==> src/hw/rtl/aliquot_sum_trial_division_core_defines.svh <==
// Assertion macros for the aliquot sum core.
// Included by the RTL files that carry concurrent assertions; no other dependencies.
`ifndef ALIQUOT_SUM_TRIAL_DIVISION_CORE_DEFINES_SVH
`define ALIQUOT_SUM_TRIAL_DIVISION_CORE_DEFINES_SVH
`ifndef SYNTHESIS
// property checked on every clock edge outside reset
`define ASTD_ASSERT(name, clk, rst_n, prop) \
	name: assert property (@(posedge clk) disable iff (!rst_n) prop) \
		else $error("astd assertion failed");
// property checked on every clock edge, reset included
`define ASTD_ASSERT_ALWAYS(name, clk, prop) \
	name: assert property (@(posedge clk) prop) \
		else $error("astd assertion failed");
`else
`define ASTD_ASSERT(name, clk, rst_n, prop)
`define ASTD_ASSERT_ALWAYS(name, clk, prop)
`endif
`endif

==> src/hw/rtl/astd_pkg.sv <==
// Package for the aliquot sum core: widths and limits.
// No dependencies.
`timescale 1ns / 1ps

package astd_pkg;

	// width of the input number
	localparam int NUMBER_BITS = 20;
	// width of the result
	localparam int SUM_BITS = 23;
	// trial divisor width: holds the first candidate whose square exceeds any number
	localparam int CAND_BITS = (NUMBER_BITS + 1) / 2 + 1;
	// running square of the candidate
	localparam int SQ_BITS = 2 * CAND_BITS;
	// divider step counter
	localparam int STEP_BITS = $clog2(NUMBER_BITS);
	// sum before saturation, wide enough for accumulator plus both divisors
	localparam int WIDE_BITS = ((SUM_BITS > NUMBER_BITS) ? SUM_BITS : NUMBER_BITS) + 2;
	// largest result value
	localparam logic [SUM_BITS-1:0] SUM_MAX = {SUM_BITS{1'b1}};

endpackage

==> src/hw/rtl/aliquot_sum_trial_division_core.sv <==
// Aliquot sum core: sum of proper divisors by trial division with a shared radix-2 divider.
// Depends on astd_pkg and aliquot_sum_trial_division_core_defines.svh.
//
//   channel   ports                      handshake
//   -------   ------------------------   ------------------------------------
//   request   start, number              taken when start is high, busy low
//   result    done, divisor_sum          one-cycle strobe, cannot be held off
//
// Each candidate from 2 while cand*cand <= number goes through one square compare,
// NUMBER_BITS restoring-division steps on the shared subtractor and one accumulate step.
// busy stays high from the accepted request until the cycle done is shown.
// Reset clears the sequencer and the done strobe; no clearing pass is needed.
`timescale 1ns / 1ps
`include "aliquot_sum_trial_division_core_defines.svh"

module aliquot_sum_trial_division_core (
	input  logic                              clk,
	input  logic                              arst_n,
	input  logic                              start,
	output logic                              busy,
	input  logic [astd_pkg::NUMBER_BITS-1:0]  number,
	output logic                              done,
	output logic [astd_pkg::SUM_BITS-1:0]     divisor_sum
);

	typedef enum logic [1:0] {
		ST_IDLE,
		ST_CHECK,
		ST_DIV,
		ST_ACC
	} state_t;

	state_t                              state_q;
	logic [astd_pkg::NUMBER_BITS-1:0]    num_q;
	logic [astd_pkg::CAND_BITS-1:0]      cand_q;
	logic [astd_pkg::SQ_BITS-1:0]        sq_q;
	logic [astd_pkg::NUMBER_BITS-1:0]    dvd_q;
	logic [astd_pkg::CAND_BITS-1:0]      rem_q;
	logic [astd_pkg::STEP_BITS-1:0]      step_q;
	logic [astd_pkg::SUM_BITS-1:0]       acc_q;
	logic                                done_q;
	logic [astd_pkg::SUM_BITS-1:0]       divisor_sum_q;

	logic [astd_pkg::CAND_BITS:0]        shifted;
	logic                                qbit;
	logic [astd_pkg::CAND_BITS:0]        rem_diff;
	logic [astd_pkg::NUMBER_BITS-1:0]    cand_ext;
	logic [astd_pkg::WIDE_BITS-1:0]      pair_add;
	logic [astd_pkg::WIDE_BITS-1:0]      sum_wide;
	logic [astd_pkg::SUM_BITS-1:0]       sum_sat;
	logic                                past_root;

	// one restoring division step on the shared subtractor
	always_comb begin
		shifted  = {rem_q, dvd_q[astd_pkg::NUMBER_BITS-1]};
		qbit     = (shifted >= {1'b0, cand_q});
		rem_diff = shifted - {1'b0, cand_q};
	end

	// divisor pair add with saturation, square root counted once
	always_comb begin
		cand_ext = astd_pkg::NUMBER_BITS'(cand_q);
		pair_add = astd_pkg::WIDE_BITS'(cand_q);
		if (dvd_q != cand_ext) begin
			pair_add = pair_add + astd_pkg::WIDE_BITS'(dvd_q);
		end
		sum_wide = astd_pkg::WIDE_BITS'(acc_q) + pair_add;
		if (sum_wide > astd_pkg::WIDE_BITS'(astd_pkg::SUM_MAX)) begin
			sum_sat = astd_pkg::SUM_MAX;
		end else begin
			sum_sat = sum_wide[astd_pkg::SUM_BITS-1:0];
		end
	end

	// loop ends once the candidate square passes the number
	assign past_root = (sq_q > astd_pkg::SQ_BITS'(num_q));

	// sequencer with registered outputs
	always_ff @(posedge clk or negedge arst_n) begin
		if (!arst_n) begin
			state_q <= ST_IDLE;
			done_q  <= 1'b0;
		end else begin
			done_q <= 1'b0;
			unique case (state_q)
				ST_IDLE: begin
					if (start) begin
						num_q   <= number;
						cand_q  <= astd_pkg::CAND_BITS'(2);
						sq_q    <= astd_pkg::SQ_BITS'(4);
						acc_q   <= (number >= astd_pkg::NUMBER_BITS'(2)) ?
							astd_pkg::SUM_BITS'(1) : '0;
						state_q <= ST_CHECK;
					end
				end
				ST_CHECK: begin
					if (past_root) begin
						divisor_sum_q <= acc_q;
						done_q        <= 1'b1;
						state_q       <= ST_IDLE;
					end else begin
						dvd_q   <= num_q;
						rem_q   <= '0;
						step_q  <= astd_pkg::STEP_BITS'(astd_pkg::NUMBER_BITS - 1);
						state_q <= ST_DIV;
					end
				end
				ST_DIV: begin
					if (qbit) begin
						rem_q <= rem_diff[astd_pkg::CAND_BITS-1:0];
					end else begin
						rem_q <= shifted[astd_pkg::CAND_BITS-1:0];
					end
					dvd_q <= {dvd_q[astd_pkg::NUMBER_BITS-2:0], qbit};
					if (step_q == '0) begin
						state_q <= ST_ACC;
					end else begin
						step_q <= step_q - 1'b1;
					end
				end
				ST_ACC: begin
					if (rem_q == '0) begin
						acc_q <= sum_sat;
					end
					sq_q    <= sq_q + astd_pkg::SQ_BITS'({cand_q, 1'b1});
					cand_q  <= cand_q + 1'b1;
					state_q <= ST_CHECK;
				end
				default: begin
					state_q <= ST_IDLE;
				end
			endcase
		end
	end

	assign busy        = (state_q != ST_IDLE);
	assign done        = done_q;
	assign divisor_sum = divisor_sum_q;

	// an accepted request makes the core busy on the next cycle
	`ASTD_ASSERT(a_start_busy, clk, arst_n, (start && !busy) |=> busy)
	// a result is only shown as the core leaves its work
	`ASTD_ASSERT(a_done_after_busy, clk, arst_n, done |-> (!busy && $past(busy)))
	// the divider remainder always stays below the candidate
	`ASTD_ASSERT(a_rem_bound, clk, arst_n, (state_q == ST_DIV) |-> (rem_q < cand_q))
	// candidates never fall below two while working
	`ASTD_ASSERT(a_cand_min, clk, arst_n, busy |-> (cand_q >= astd_pkg::CAND_BITS'(2)))
	// no result strobe while in reset
	`ASTD_ASSERT_ALWAYS(a_no_done_in_reset, clk, !arst_n |-> !done)

endmodule

==> config.mk <==
export PLATFORM = sky130hd
export DESIGN_NAME = aliquot_sum_trial_division_core
export DESIGN_NICKNAME = d
export VERILOG_FILES = /design/src/hw/rtl/astd_pkg.sv /design/src/hw/rtl/aliquot_sum_trial_division_core.sv
export VERILOG_INCLUDE_DIRS = /design/src /design/src/hw/rtl
export SDC_FILE = /design/constraint.sdc
export NUM_CORES = 1
export LEC_CHECK = 0
export ABC_AREA = 0
export BUFFER_PORTS_ARGS = -buffer_cell sky130_fd_sc_hd__buf_2
export CAP_MARGIN = 20
export CORE_ASPECT_RATIO = 0.8
export CORE_MARGIN = 4
export CORE_UTILIZATION = 60
export CTS_BUF_LIST = sky130_fd_sc_hd__clkbuf_4 sky130_fd_sc_hd__clkbuf_8
export DETAILED_ROUTE_END_ITERATION = 8
export GPL_TIMING_DRIVEN = 1
export PLACE_DENSITY = 0.79
export SYNTH_ARGS = -nofsm -noshare
export SYNTH_HDL_FRONTEND = slang
export SYNTH_SLANG_ARGS = --single-unit
==> constraint.sdc <==
create_clock -name clk -period 10.5 [get_ports clk]
set_input_delay 1.05 -clock clk [delete_from_list [all_inputs] [get_ports clk]]
set_output_delay 1.05 -clock clk [all_outputs]
set_load 0.01 [all_outputs]
Yosys cells after proc, flatten, opt, wreduce, memory -nomap -nowiden
Cells that the tools add are included.
- bits of input ports: 23
- memories kept: 0
- RAM bits: 0
- bits in latches: 0
- flip-flop bits (word level): 138
- output and inout bits: 25
- bits in read-only memories: 0
- equal/unequal tests: 9
- bitwise gates (word level): 0
- reductions and logical operators: 13
- shift-type cells: 0
- $lt $le $gt $ge: 4
- multiply operators: 0
- $add $sub $neg: 6
- div/mod/pow operators: 0
- muxes and demuxes: 24
- operators with widths (operator ; number):
    two-way mux 23 bit ; 3
    case mux 23 bit (2 select lines) ; 1
    case mux 11 bit (2 select lines) ; 2
    case mux 22 bit (2 select lines) ; 1
    case mux 20 bit (2 select lines) ; 1
    two-way mux 11 bit ; 3
    adder 23 x 25 -> 25 bit ; 1
    > comparator 25 x 23 -> 1 bit (second input constant) ; 1
    adder 22 x 12 -> 22 bit ; 1
    > comparator 22 x 20 -> 1 bit ; 1
    two-way mux 22 bit ; 1
    adder 11 x 20 -> 21 bit ; 1
    two-way mux 21 bit ; 1
    >= comparator 20 x 2 -> 1 bit (second input constant) ; 1
    two-way mux 20 bit ; 1
    inequality test 20 x 11 -> 1 bit ; 1
    >= comparator 12 x 11 -> 1 bit ; 1
    AND reduction 3 bit ; 4
    adder 11 x 1 -> 11 bit (second input constant) ; 1
    zero test 11 bit ; 1
    subtractor 11 bit ; 1
    two-way mux 5 bit ; 2
    inequality test 2 bit (second input constant) ; 5
    case mux 5 bit (2 select lines) ; 1
    11 further kinds ; 19

Longest topological paths before layout
- depth after elaboration: 7
- mapped depth: 21
- mapped depth without buffers: 18

Least setup slack after synthesis
No wires, ideal clock.
- kind: input port to flip-flop
- start point: input port start
- end point: register acc_q[0] (netlist bit), enable pin
- stages: 3
- data arrival time: 4489 ps
- setup time: 438 ps
- path slack: 5573 ps
- buffers on the path: 0
- path through: mux2i_1 -> nor2b_1 -> a21boi_0
- cells in the longest elaborated chain, start to end: 2
- ends and longest elaborated chain (what ; line ; text):
    start, declared ; aliquot_sum_trial_division_core.sv:19 ; input logic start,
    inequality test 2 bit (no line) ; - ;
    AND reduction 4 bit (no line) ; - ;
    end signal, assigned ; aliquot_sum_trial_division_core.sv:91 ; acc_q <= (number >= astd_pkg::NUMBER_BITS'(2)) ?
    end signal, assigned ; aliquot_sum_trial_division_core.sv:123 ; acc_q <= sum_sat;
    end, declared ; aliquot_sum_trial_division_core.sv:40 ; logic [astd_pkg::SUM_BITS-1:0] acc_q;
Every way passes these cells.
A chain may end at the register's enable or synchronous reset.

Worst setup path after layout
- start point: register cand_q[0] (netlist bit)
- end point: register acc_q[10] (netlist bit), data pin
- cells in the longest elaborated chain, start to end: 7
- elaborated cells between the ends (all ways): 8
- ends and longest elaborated chain (what ; line ; text):
    start, declared ; aliquot_sum_trial_division_core.sv:35 ; logic [astd_pkg::CAND_BITS-1:0] cand_q;
    start signal, assigned ; aliquot_sum_trial_division_core.sv:89 ; cand_q <= astd_pkg::CAND_BITS'(2);
    start signal, assigned ; aliquot_sum_trial_division_core.sv:126 ; cand_q <= cand_q + 1'b1;
    adder 11 x 20 -> 21 bit or inequality test 20 x 11 -> 1 bit (tied branches) ; aliquot_sum_trial_division_core.sv:65, aliquot_sum_trial_division_core.sv:64 ;
    two-way mux 21 bit (*) ; aliquot_sum_trial_division_core.sv:64 ; if (dvd_q != cand_ext) begin
    adder 23 x 25 -> 25 bit (*) ; aliquot_sum_trial_division_core.sv:67 ; sum_wide = astd_pkg::WIDE_BITS'(acc_q) + pair_add;
    > comparator 25 x 23 -> 1 bit ; aliquot_sum_trial_division_core.sv:68 ; if (sum_wide > astd_pkg::WIDE_BITS'(astd_pkg::SUM_MAX)) begin
    two-way mux 23 bit (*) ; aliquot_sum_trial_division_core.sv:68 ;
    two-way mux 23 bit (*) ; aliquot_sum_trial_division_core.sv:122 ; if (rem_q == '0) begin
    case mux 23 bit (2 select lines) (*) ; aliquot_sum_trial_division_core.sv:85 ; unique case (state_q)
Every way passes the cells marked *; elsewhere a longest branch is shown, timed or not. The select of a mux whose other input is x is not followed.

==> results.yml <==
routing:
  first_iter_violations: 613
  drt-pass1-iter-count: 5
  route.detailed.wl_per_inst_um: 18.5
  wirelength_um: 20700
  viasPerCell: 6.12
  total_vias_in_the_final_route: 6859
  drt_drc_violations_left: 0
  ant_nets: 0
logic_synthesis:
  netlist.area_leader.share_pct: 45.5
  synth_simple_gate_area_share_pct: 15.6
  synth.lib_cells_used.distinct: 71
  synth_seq_area_share_pct: 46.3
  synth_enable_flop_cells: 135
  synth_top_family_by_area: "compound AO/OA/AOI/OAI gates"
  synth_compound_area_share_pct: 17.1
  post_synth_fa_ha_maj_area_fraction_pct: 12.3
  synth_largest_area_cell: "edfxtp_1"
  ys_seq_elements: 138
  top_reg_cell_synth: "edfxtp_1"
  postSynthAreaPerCell_um2: 10.2
  syn-num-nets: 978
  synth-warning-count: 0
  post_synth_instance_area_um2: 8910
  synth_mux_area_share_pct: 0.590
  post_synth_xor_area_fraction_pct: 4.72
  syn-instance-count: 870
  synth_area_leaders: "edfxtp_1 (45%), ha_1 (11%), o21ai_0 (3.8%)"
  asyncSetResetFlopFracSynth_pct: 2.17
cells_and_area:
  area.growth.synth_to_final_pct: 8.83
  fin_nets: 1031
  share_of_post_route_cells_with_drive_strength_above_1_pct: 11.2
  leading_cell_type_in_the_layout_fill_and_taps_excluded: "edfxtp_1"
  stdcell_count: 1120
  antennaDiodeCount: 0
  nFillCells: 1132
  most-common-layout-cells: "edfxtp_1 (135), ha_1 (81), nand2_1 (75)"
clock_tree:
  post_cts_resized: 0
  insertion_delay_ps: 450
  cts.clk_slew.worst_paths_ps: 80
  cts.hold.buffers_added: 0
  ctsLongestPathBuffers: 2
  cts-root-buf: "clkbuf_8"
  clock_sink_count: 138
  tritoncts: "yes"
  postCtsSetupRepairBufs: 0
  cts-htree-levels: 4
  cts_made_buffers: 17
sta:
  worst_clock_skew_ps: 10.9
  timing.final.crit_period_ps: 4860
  grt_setup_unrepaired: "no"
  number_of_pins_exceeding_their_max_slew_limit_in_the_final_report: 0
  final_hold_viol_count: 0
  totalNegativeSetupSlack_ps: 0
  maxClockFrequency_mhz: 206
  report.final.setup_viol: 0
  max_slew.worst_pin.slew_ps: 952
  final.period_utilization_pct: 46.3
  timing.max_slew.rel_slack_pct: 36.5
outcome:
  outcome: "finished clean"
critical_path:
  crit_path_end_kind: "flip-flop"
  start_of_the_worst_register_to_register_path: "cand_q[0]$_SDFFCE_PN0P_"
  crit_required_ps: 10830
  critPathLaunch: "cand_q[0]$_SDFFCE_PN0P_"
  critical-path-slowest-cell: "edfxtp_1"
  start_kind: "flip-flop"
  slowest_delay_ps: 530
  critPathKind: "flip-flop to flip-flop"
  cp_data_arrival_time_ps: 5190
  worst-path-max-fanout: 20
  path_cells: "ha_1 > inv_1 > fa_1 > nand2b_1 > a211oi_1 > o311a_1 > o21ai_0 > nand2_1 > nand2_1 > xnor2_1 > ha_1 > nand2_2 > nor2_2 > and4_1 > and4b_1 > a211o_1 > nor2_4 > o41a_1"
global_route:
  grt_pass1_vias: 6256
  number_of_antenna_violations_at_the_first_check_in_global_routing: 0
  maximum_number_of_pins_on_one_net_before_global_route_repair: 35
  grt_pass1_wl_um: 32700
  track_usage_pct: 25.3
  grt-ovfl-total: 0
hold_path:
  worst_hold_path_type: "primary input to async pin"
power:
  pwr-share-seq_pct: 37.1
  static_leakage_uw: 0.00372
  clockPowerShare_pct: 17.6
  peakVddDrop_mv: 0.135
  power.density_cell_area_nw_per_um2: 227
  power_report.internal_total_uw: 1300
  combPwrFrac_pct: 45.3
  p_sw_uw: 897
  netSwitchingFraction_pct: 40.8
floorplanning:
  core.rowCount: 39
  initial_utilization_pct: 61.9
  design.portCount: 48
  die-height_um: 117
  core_area_um2: 14400
  die_area_um2: 16900
  dieWidth_um: 144
place:
  gpl.final_weighted_congestion: 0.947
  dp_hpwl_um: 15100
  post-place-cells: 1086
  placement.io_buffers: 47
flow_run:
  drv.max_cap_violation_count: 0
[state kept, by name, summed over array words and instances, names as in the netlist]
name         flops
acc_q           23
cand_q          11
divisor_sum     23
done             1
dvd_q           20
num_q           20
rem_q           11
sq_q            22
state_q          2
step_q           5
[logic make-up (layout without fill, tap and decap cells)]
logic type,Yosys count,in the layout
compound gates,236,236
xor+xnor,48,48
fa+ha+maj,85,85
buf+inv,74,140
flops,138,138
mux,5,5
simple gates,284,284
[final cells by class]
type                       instances  area [µm²]  area share, %
multi-input combinational        658        4480           46.2
sequential                       138        4130           42.6
timing repair buffer              56         323           3.33
clock buffer                      18         241           2.49
tap                              184         230           2.37
inverter                          52         195           2.01
clock inverter                    14        98.8           1.02
[critical path: cells and delay by family, from the launching register on]
| family | cells | cell delay (ps) |
|---|---|---|
| AOI/OAI and AO/OA | 5 | 1220 |
| xor gates and xnor gates | 1 | 140 |
| adders and majority gates | 3 | 1120 |
| buffers and inverters | 1 | 70 |
| DFF | 1 | 530 |
| and+or+nand+nor | 8 | 1660 |
[synthesized netlist by cell type (3+ instances only)]
cell        n
a211oi_1   13
a21o_1     18
a21oi_1    62
a31oi_1     6
and2_1      3
and3_1     10
buf_2       3
clkbuf_1   13
dfrtp_1     3
edfxtp_1  135
fa_1        4
ha_1       81
inv_1      52
mux2i_1     3
nand2_1    75
nand2b_1   18
nand3_1    31
nand4_1     8
nor2_1     68
nor2b_1    14
nor3_1     16
nor4_1     12
o211ai_1    8
o21a_1     20
o21ai_0    68
o21ai_1     5
o21bai_1    5
o31a_1      3
or3_1      14
xnor2_1    35
xor2_1     13
[metal layers]
layer  global-route usage [%]  vias up  wire [µm]
met2                     37.7      267       8970
met5                        0        -          0
met3                     5.69       28       1590
met1                     37.6     3215       9780
met4                     7.21        0        361
li1                         -     3349          -
[stage by stage]
| stage | setup WS (ps) | instance area (µm²) | total power (µW) | util (%) | hold WS (ps) |
|---|---|---|---|---|---|
| 6_report | 5640 | 9700 | 2200 | 67.4 | 396 |
| 5_1_grt | 5360 | 9700 | 2350 | 67.4 | 370 |
| 4_1_cts | 5570 | 9660 | 2190 | 67.1 | 370 |
| 3_5_place_dp | 5620 | 9320 | 1790 | 64.8 | 450 |
| 3_3_place_gp | 5710 | 9320 | 1780 | 64.8 | 447 |
| 2_1_floorplan | 5570 | 8910 | 1550 | - | 433 |
[final timing paths]
| path | end | depth (start not counted) | slack, ps |
|---|---|---|---|
| worst max-delay path | acc_q[10]$_SDFFCE_PN0P_ | 18 | 5640 |
| worst min-delay path | state_q[0]$_DFFE_PN0P_ | 1 | 400 |
| worst max register to register | acc_q[10]$_SDFFCE_PN0P_ | 18 | 5640 |
| worst min register to register | divisor_sum[9]$_DFFE_PP_ | 0 | 470 |
| max in group asynchronous | state_q[1]$_DFFE_PN0P_ | 1 | 9970 |
| min in group clk | divisor_sum[9]$_DFFE_PP_ | 0 | 470 |
[power groups by stage]
| stage | registers [µW] | logic (µW) | clock network [µW] |
|---|---|---|---|
| floorplan | 812 | 741 | 0 |
| detailed placement | 827 | 965 | 0 |
| CTS | 816 | 975 | 394 |
| global route | 826 | 1100 | 419 |
| finish | 816 | 995 | 387 |
| global placement | 825 | 951 | 0 |
No activity file was read; power rests on OpenSTA's default activity.
